**config.mk**
```make
export PLATFORM = sky130hd
export DESIGN_NAME = pixel_run_length_decoder
export DESIGN_NICKNAME = d
export VERILOG_FILES = /design/src/rtl/prld_pkg.sv /design/src/rtl/pixel_run_length_decoder.sv
export SDC_FILE = /design/constraint.sdc
export NUM_CORES = 1
export LEC_CHECK = 0
export BUFFER_PORTS_ARGS = -buffer_cell sky130_fd_sc_hd__buf_2
export CORE_ASPECT_RATIO = 1.1
export CORE_MARGIN = 4
export CORE_UTILIZATION = 52
export DETAILED_ROUTE_END_ITERATION = 16
export GPL_ROUTABILITY_DRIVEN = 0
export HOLD_SLACK_MARGIN = 0.15
export PLACE_DENSITY = 0.71
export RECOVER_POWER = 50
export SLEW_MARGIN = 20
export SYNTH_ARGS = -nofsm -noshare
export SYNTH_HDL_FRONTEND = slang
export SYNTH_SLANG_ARGS = --single-unit
```
**constraint.sdc**
```tcl
create_clock -name clk_i -period 10.9 [get_ports clk_i]
set_input_delay 1.635 -clock clk_i [delete_from_list [all_inputs] [get_ports clk_i]]
set_output_delay 1.635 -clock clk_i [all_outputs]
set_load 0.1 [all_outputs]
```
**src/rtl/prld_pkg.sv**
```systemverilog
`timescale 1ns / 1ps
package prld_pkg;

  localparam int unsigned PIXEL_COUNT_BITS_DEF = 24;
  localparam int unsigned PIXEL_TOTAL_W        = 24;
  localparam int unsigned PIXEL_W              = 24;
  localparam int unsigned COUNT_W              = 8;
  localparam int unsigned BYTE_W               = 8;
  localparam int unsigned CFG_IDX_W            = 1;
  localparam int unsigned CFG_DATA_W           = 24;
  localparam int unsigned OUT_TDATA_W          = PIXEL_W + COUNT_W;

  localparam logic [BYTE_W-1:0]    LITERAL_BASE  = 8'd128;
  localparam logic [COUNT_W-1:0]   MAX_REPEAT    = 8'd128;
  localparam logic [CFG_IDX_W-1:0] REG_PIXEL_MODE  = 1'd0;
  localparam logic [CFG_IDX_W-1:0] REG_PIXEL_TOTAL = 1'd1;

endpackage

```
**src/rtl/pixel_run_length_decoder.sv**
```systemverilog
`timescale 1ns / 1ps
// A result is written to the output register at the byte transfer and appears in the cycle after it.
// Throughput: one compressed byte per cycle; the byte path and the output register
// are parted, so a byte is taken while a result waits as long as it is taken alongside.
// s_axis_tready is low only while a held result is stalled by m_axis_tready.
// Reset (rst_ni low, asynchronous) clears the registers, run state and pixel count.
module pixel_run_length_decoder import prld_pkg::*; #(
  parameter int unsigned PIXEL_COUNT_BITS = PIXEL_COUNT_BITS_DEF
) (
  input  logic                    clk_i,
  input  logic                    rst_ni,
  input  logic                    cfg_we_i,
  input  logic [CFG_IDX_W-1:0]    cfg_idx_i,
  input  logic [CFG_DATA_W-1:0]   cfg_data_i,
  input  logic                    s_axis_tvalid,
  output logic                    s_axis_tready,
  input  logic [BYTE_W-1:0]       s_axis_tdata,   // [7:0] data_byte
  input  logic                    s_axis_tuser,   // [0] start_of_image
  output logic                    m_axis_tvalid,
  input  logic                    m_axis_tready,
  output logic [OUT_TDATA_W-1:0]  m_axis_tdata,   // [23:0] pixel_value, [31:24] repeat_count
  output logic                    m_axis_tlast    // image_done
);

  localparam int unsigned PCB = PIXEL_COUNT_BITS;
  localparam int unsigned CW  = (PCB > PIXEL_TOTAL_W) ? PCB : PIXEL_TOTAL_W;

  typedef enum logic [1:0] {
    PH_CONTROL = 2'd0,
    PH_LITERAL = 2'd1,
    PH_REPEAT  = 2'd2
  } phase_e;

  logic                     mode_q;
  logic [PIXEL_TOTAL_W-1:0] total_q;

  phase_e                   phase_q, phase_c, phase_d;
  logic [COUNT_W-1:0]       remain_q, remain_c, remain_d;
  logic [COUNT_W-1:0]       replen_q, replen_c, replen_d;
  logic [1:0]               bip_q, bip_c, bip_d;
  logic [PIXEL_W-1:0]       asm_q, asm_c, asm_d;
  logic [PCB-1:0]           done_q, done_c, done_d;

  logic                     out_valid_q;
  logic [OUT_TDATA_W-1:0]   out_data_q;
  logic                     out_last_q;

  logic [CW-1:0]            tot_ext, mask_ext;
  logic [PCB-1:0]           tot, left;
  logic [COUNT_W-1:0]       count;
  logic [2:0]               need, bip_inc;
  logic                     res_valid, res_last, accept;

  assign accept        = s_axis_tvalid & s_axis_tready;
  assign s_axis_tready = ~out_valid_q | m_axis_tready;
  assign m_axis_tvalid = out_valid_q;
  assign m_axis_tdata  = out_data_q;
  assign m_axis_tlast  = out_last_q;

  assign tot_ext  = CW'(total_q);
  assign mask_ext = CW'({PCB{1'b1}});
  assign tot      = (tot_ext > mask_ext) ? PCB'(mask_ext) : PCB'(tot_ext);

  always_comb begin
    if (s_axis_tuser) begin
      phase_c  = PH_CONTROL;
      remain_c = '0;
      replen_c = '0;
      bip_c    = '0;
      asm_c    = '0;
      done_c   = '0;
    end else begin
      phase_c  = phase_q;
      remain_c = remain_q;
      replen_c = replen_q;
      bip_c    = bip_q;
      asm_c    = asm_q;
      done_c   = done_q;
    end

    phase_d   = phase_c;
    remain_d  = remain_c;
    replen_d  = replen_c;
    bip_d     = bip_c;
    asm_d     = asm_c;
    done_d    = done_c;
    res_valid = 1'b0;
    res_last  = 1'b0;
    count     = '0;
    left      = tot - done_c;
    need      = mode_q ? 3'd3 : 3'd1;
    bip_inc   = {1'b0, bip_c} + 3'd1;

    if (done_c < tot) begin
      unique case (phase_c)
        PH_LITERAL, PH_REPEAT: begin
          asm_d = (bip_c == 2'd0) ? PIXEL_W'(s_axis_tdata)
                                  : {asm_c[PIXEL_W-BYTE_W-1:0], s_axis_tdata};
          if (bip_inc < need) begin
            bip_d = bip_inc[1:0];
          end else begin
            bip_d = '0;
            if (phase_c == PH_LITERAL) begin
              count    = COUNT_W'(1);
              remain_d = remain_c - COUNT_W'(1);
              if (remain_d == '0) begin
                phase_d = PH_CONTROL;
              end
            end else begin
              count   = (PCB'(replen_c) > left) ? left[COUNT_W-1:0] : replen_c;
              phase_d = PH_CONTROL;
            end
            done_d    = done_c + PCB'(count);
            res_valid = 1'b1;
            res_last  = (done_d == tot);
          end
        end
        default: begin
          if (s_axis_tdata >= LITERAL_BASE) begin
            remain_d = s_axis_tdata - LITERAL_BASE;
            phase_d  = (remain_d != '0) ? PH_LITERAL : PH_CONTROL;
          end else begin
            replen_d = s_axis_tdata + COUNT_W'(1);
            phase_d  = PH_REPEAT;
          end
          bip_d = '0;
          asm_d = '0;
        end
      endcase
    end
  end

  always_ff @(posedge clk_i or negedge rst_ni) begin
    if (!rst_ni) begin
      mode_q      <= 1'b0;
      total_q     <= '0;
      phase_q     <= PH_CONTROL;
      remain_q    <= '0;
      replen_q    <= '0;
      bip_q       <= '0;
      asm_q       <= '0;
      done_q      <= '0;
      out_valid_q <= 1'b0;
      out_data_q  <= '0;
      out_last_q  <= 1'b0;
    end else begin
      if (cfg_we_i) begin
        if (cfg_idx_i == REG_PIXEL_MODE) begin
          mode_q <= cfg_data_i[0];
        end else if (cfg_idx_i == REG_PIXEL_TOTAL) begin
          total_q <= cfg_data_i[PIXEL_TOTAL_W-1:0];
        end
      end
      if (accept) begin
        phase_q  <= phase_d;
        remain_q <= remain_d;
        replen_q <= replen_d;
        bip_q    <= bip_d;
        asm_q    <= asm_d;
        done_q   <= done_d;
      end
      if (accept && res_valid) begin
        out_valid_q <= 1'b1;
        out_data_q  <= {count, asm_d};
        out_last_q  <= res_last;
      end else if (m_axis_tready) begin
        out_valid_q <= 1'b0;
      end
    end
  end

endmodule

```
==> summary.md, run 1 <==
| Metric | Value |
|---|---|
| Status | `finished with violations` |
| Failing checks | `max-capacitance violations, max-slew violations` |
| Post-layout min period | `9.11 ns` |
| PwrDens | `198 nW/um^2` |
| CP dominant cell by count | `ha_1` |
| Most frequent cell after synthesis | `nand2_1` |
| Drt initial violations | `743` |
| Cells after synthesis | `986` |
| Setup TNS | `0 ns` |
| Distinct cells, synth | `69` |
| IO Pins | `74` |
| Top cell type's share of synthesized area | `36.0%` |
| Die W | `128 um` |
| Worst-Skew Late Latency | `0.43 ns` |
| Yosys top cell by area | `dfrtp_1` |
| Die area | `18000 um^2` |
| Synth Cell Area | `8270 um^2` |
| Drt pass-1 iters | `5` |
| Crit path DAT | `9.44 ns` |
| LEAKAGE | `0.00429 uW` |
| Pins Over Slew Limit | `122` |
| Seq cells post-synth | `119` |
| Wirelength per Cell | `17.9 um` |
| Setup Skew | `0.0118 ns` |
| Core area | `15700 um^2` |
| Post-CTS Setup Inserts | `0` |
| GRT Util Overall | `25.0%` |
| Antenna Violating Nets Remaining | `0` |
| Synth area leaders | `dfrtp_1 36%, nand2_1 7.4%, ha_1 7.0%` |
| Async SR Flop Fraction | `100%` |
| Slew headroom | `-140%` |
| Final HPWL DP | `15.6 mm` |
| Synth top cells by count | `162 x nand2_1, 119 x dfrtp_1, 68 x o21ai_0, 62 x nor2_1, 56 x clkbuf_1` |
| Ys Warns | `0` |
| CP max FO | `36` |
| Initial antenna violation count | `0` |
| Achievable Freq | `0.110 GHz` |
| Area grow syn2layout | `11.7%` |
| Crit path max-delay family | `compound AO/OA/AOI/OAI gates` |
| CP required | `11.23 ns` |
| Slowest CP cell | `inv_2` |
| Worst-margin pin slew | `3.60 ns` |
| Non-Filler Instances | `1226` |
| Final instance area | `9230 um^2` |
| Die height | `140 um` |
| Placement-stage cell area | `8640 um^2` |
| Antenna diode count | `0` |
| Max-cap viol count | `2` |
| Final hold viol count | `0` |
| WP buf/inv | `3` |
| RSZ-0062 raised after global routing | `no` |
| Startpoint types | `primary input` |
| Total power | `1830 uW` |
| Routing usage on met3 | `4.31%` |
| WHS | `0.458 ns` |
| Top_reg_cell synth | `dfrtp_1` |
| Sequential area share after synthesis | `36.0%` |
| Vias | `7330` |
| Nets | `1100` |
| Post-route DRC violation count | `0` |
| GRT overflow | `0` |
| Post-CTS sizing | `0` |
| Largest net degree at the start of global routing | `67` |
| Vias in the first global route | `7043` |
| Worst stage delay on the critical path | `0.53 ns` |
| EDFF count, synth | `0` |
| CTS Root Cell | `clkbuf_16` |
| Inserted Clock Buffers | `17` |
| Gr busiest metal | `met2` |
| Worst setup EP type | `register` |
| Syn nets | `1073` |
| Final Cycle Share | `83.6%` |
| Share of layout cells above drive strength 1 | `14.8%` |
| Final setup violating endpoints | `0` |
| Syn avg cell area | `8.38 um^2` |
| Inst Count DP | `1194` |
| First-pass GRT wire length | `36.4 mm` |
| Vias per Instance | `5.98` |
| Row count | `48` |
| WL final | `21.9 mm` |
| Hold/Removal Path Class | `reg2reg` |
| Met1 Resource Use GR | `35.0%` |
| Met2 usage | `38.8%` |
| Setup Crit Path Kind | `in2reg` |
| VDD IR max | `0.000124 V` |
| Clock-pin slew on the worst setup and hold paths | `0.06 ns` |
| H-tree level count | `4` |
| TritonCTS Sinks | `119` |
| CTS tree | `done` |
| IO Port Bufs | `73` |
| Initial core utilization | `52.7%` |
| Hold-fix buffers, CTS | `0` |
| Clock buffer depth | `2` |
registers in the layout, indices dropped and copies added (netlist names):
| name | flops |
|---|---|
| m_axis_tdata | 32 |
| phase_q | 2 |
| replen_q | 8 |
| mode_q | 1 |
| bip_q | 2 |
| asm_q | 16 |
| m_axis_tvalid | 1 |
| remain_q | 8 |
| m_axis_tlast | 1 |
| tot_ext | 24 |
| done_q | 24 |
tightest hold or removal path: cells and delay by family, from the launching register on:
family	cells	cell delay [ns]
and+or+nand+nor	2	0.10
DFF	1	0.33
cells in the final DEF, fill, tap and decap left out, drive strengths merged, types with 18 or more instances in the layout:
| cell type | n |
|---|---|
| buf | 76 |
| xnor2 | 36 |
| xor2 | 21 |
| mux2 | 33 |
| nor2 | 62 |
| ha | 46 |
| a22o | 25 |
| nand2 | 162 |
| nand3 | 34 |
| o21ai | 72 |
| dfrtp | 119 |
| a21oi | 53 |
| inv | 52 |
| nor3 | 25 |
| clkbuf | 20 |
| nand4 | 18 |
power by group:
part           switching [uW]  internal (uW)  total, uW
Combinational             472            202        674
Sequential               58.4            509        567
Clock                     239            346        585
logic make-up after synthesis:
logic type / Yosys count / synth area share, %
and+or+nand+nor: 366 / 20.4
muxes: 43 / 5.71
xor gates and xnor gates: 57 / 6.04
adders and majority gates: 48 / 7.45
AOI/OAI and AO/OA: 239 / 18.9
buffers and inverters: 114 / 5.51
DFF: 119 / 36.0
final timing paths:
check                                              from                           end  slack [ns]  cells after the start
max                                        s_axis_tuser      m_axis_tlast$_DFFE_PN0P_        1.79                     30
min                        m_axis_tdata[13]$_DFFE_PN0P_  m_axis_tdata[13]$_DFFE_PN0P_        0.46                      2
max reg2reg                       done_q[0]$_DFFE_PN0P_      m_axis_tlast$_DFFE_PN0P_        3.29                     29
min reg2reg                m_axis_tdata[13]$_DFFE_PN0P_  m_axis_tdata[13]$_DFFE_PN0P_        0.46                      2
max in group asynchronous                        rst_ni       replen_q[0]$_DFFE_PN0P_        4.54                      2
min in group asynchronous                        rst_ni         done_q[5]$_DFFE_PN0P_        2.43                      1
final cells by class:
class / instances / area (um^2)
multi-input cells: 753 / 4840
repair buffers: 79 / 404
inverters: 43 / 161
fillers: 1385 / 6440
clock buffers: 17 / 425
clock inverters: 15 / 178
flip-flops and latches: 119 / 2980
well taps: 200 / 250
through the flow:
step           util [%]  setup WS, ns
5_1_grt            58.9          1.21
4_1_cts            59.0          1.99
3_3_place_gp       55.1          2.17
6_report           58.9          1.79
2_1_floorplan         -          2.46
3_5_place_dp       55.1          1.90
routing by layer:
layer  wire (um)  share of wire (%)
met5           0                  0
met4         605                2.8
met3        1320                6.0
met2       10100                 46
met1        9860                 45
Power figures use the tool's default switching activity.
==> inputs of run 2 (changes only) <==
clock period = 8.8 ns   (was 10.9 ns; I/O delays follow)
==> summary.md, run 2 (synthesized netlist as in run 1, its figures left out) <==
| Metric | Value |
|---|---|
| Flop pwr share | `31.7%` |
| Failing checks | `max-capacitance violations, max-slew violations` |
| Slowest CP cell | `fa_1` |
| Commonest non-fill, non-tap cell in the layout | `nand2_1` |
| WL final | `21.9 mm` |
| Final HPWL DP | `16.0 mm` |
| Worst-Skew Late Latency | `0.43 ns` |
| Vias | `7364` |
| LEAKAGE | `0.00428 uW` |
| Final hold viol count | `0` |
| CP required | `9.14 ns` |
| Setup Skew | `0.0109 ns` |
| Hold path cells | `2` |
| Wirelength per Cell | `17.8 um` |
| CTS Root Cell | `clkbuf_16` |
| Die height | `140 um` |
| Status | `finished with violations` |
| CTS tree | `done` |
| H-tree level count | `4` |
| Post-layout min period | `8.02 ns` |
| Final Cycle Share | `91.2%` |
| PwrDens | `241 nW/um^2` |
| Worst stage delay on the critical path | `0.48 ns` |
| Row count | `48` |
| Post-CTS Setup Inserts | `0` |
| Vias per Instance | `5.99` |
| Vias in the first global route | `6954` |
| Worst-margin pin slew | `3.64 ns` |
| Initial core utilization | `52.7%` |
| Antenna Violating Nets Remaining | `0` |
| TritonCTS Sinks | `119` |
| Top Metal Used | `met4` |
| Share of layout cells above drive strength 1 | `15.2%` |
| Post-route DRC violation count | `0` |
| Clock power share | `30.6%` |
| Sw Share | `43.4%` |
| Crit path DAT | `8.36 ns` |
| Most frequent cells in the layout | `162 x nand2_1, 119 x dfrtp_1, 72 x buf_2` |
| Achievable Freq | `0.125 GHz` |
| Total power | `2220 uW` |
| Hold-fix buffers, CTS | `0` |
| P_int | `1260 uW` |
| Worst setup EP type | `register` |
| Detailed-routed wire length on met3 | `1.33 mm` |
| Setup Crit Path Kind | `in2reg` |
| Clock buffer depth | `2` |
| Area grow syn2layout | `11.7%` |
| Startpoint types | `primary input` |
| Largest net degree at the start of global routing | `69` |
| Largest register FFs | `32` |
| Logic pwr share | `37.7%` |
| Final setup violating endpoints | `0` |
| Drt pass-1 iters | `6` |
| Non-Filler Instances | `1229` |
| Die W | `128 um` |
| Initial antenna violation count | `0` |
| Pins Over Slew Limit | `122` |
| Nets | `1103` |
| VDD IR max | `0.000158 V` |
| WL met2 | `10.1 mm` |
| Antenna diode count | `0` |
| IO Pins | `74` |
| Die area | `18000 um^2` |
| FF-to-FF path depth | `29` |
| Inserted Clock Buffers | `17` |
| CP max FO | `24` |
| Drt initial violations | `768` |
| GRT Util Overall | `25.0%` |
| Max-cap viol count | `2` |
| Inst Count DP | `1197` |
| First-pass GRT wire length | `36.1 mm` |
| Slew headroom | `-142%` |
| WHS | `0.458 ns` |
| RSZ-0062 raised after global routing | `no` |
| Setup TNS | `0 ns` |
| Core area | `15700 um^2` |
| Clock-pin slew on the worst setup and hold paths | `0.06 ns` |
| IO Port Bufs | `73` |
| Sw Pwr | `965 uW` |
| Hold/Removal Path Class | `reg2reg` |
| Metal-1 WL | `9.93 mm` |
| GRT overflow | `0` |
## run 2: cell count changes in the layout (fill, tap and decap cells not counted), moves of 2 or more
cell,before,now
buf_4,5,8
clkinvlp_4,0,2
bufinv_16,2,0
clkinv_8,0,2
## run 2: per-stage QoR
step           util (%)  instance area, um^2  setup slack (ns)
3_5_place_dp       55.3                 8660             0.261
5_1_grt            58.9                 9230             0.158
6_report           58.9                 9230             0.776
2_1_floorplan         -                 8270             0.679
3_3_place_gp       55.3                 8660             0.672
4_1_cts            58.9                 9240             0.699
## run 2: what timing repair did
action | CTS | global route
endpoints found under the hold margin | 0 | 0
gates resized for setup | 0 | 2
setup endpoints to repair | 0 | 1
## run 2: path summary, 6_finish.rpt
check                      slack (ns)                      endpoint                         start
min reg2reg                      0.46  m_axis_tdata[14]$_DFFE_PN0P_  m_axis_tdata[14]$_DFFE_PN0P_
min in group asynchronous        2.12         done_q[6]$_DFFE_PN0P_                        rst_ni
max in group asynchronous        2.88   m_axis_tdata[7]$_DFFE_PN0P_                        rst_ni
max reg2reg                      1.54      m_axis_tlast$_DFFE_PN0P_         done_q[0]$_DFFE_PN0P_
min                              0.46  m_axis_tdata[14]$_DFFE_PN0P_  m_axis_tdata[14]$_DFFE_PN0P_
max                              0.78      m_axis_tlast$_DFFE_PN0P_                  s_axis_tuser
## run 2: layout make-up
type,instances,area (um^2)
fillers,1409,6440
clock buffers,17,425
well taps,200,250
multi-input cells,753,4840
repair buffers,82,428
clock inverters,15,151
inverters,43,164
flip-flops and latches,119,2980
## run 2: worst max-delay path, delay by kind of cell
family	cells	cell delay, ns
compound gates	12	3.11
xor+xnor	1	0.22
fa+ha+maj	4	1.29
buf+inv	3	0.52
mux	1	0.31
simple gates	8	1.56
## run 2: routing by layer
layer,vias up,global-route usage [%]
met3,47,4.31
met1,3500,35.2
li1,3543,-
met4,0,9.50
met2,274,38.3
met5,-,0
## run 2: power groups by stage
stage	Clock (uW)	Sequential, uW	Combinational, uW
after floorplan	0	908	454
after global placement	0	709	820
after detailed placement	0	711	827
after CTS	689	702	832
after global routing	720	714	911
final	680	704	838
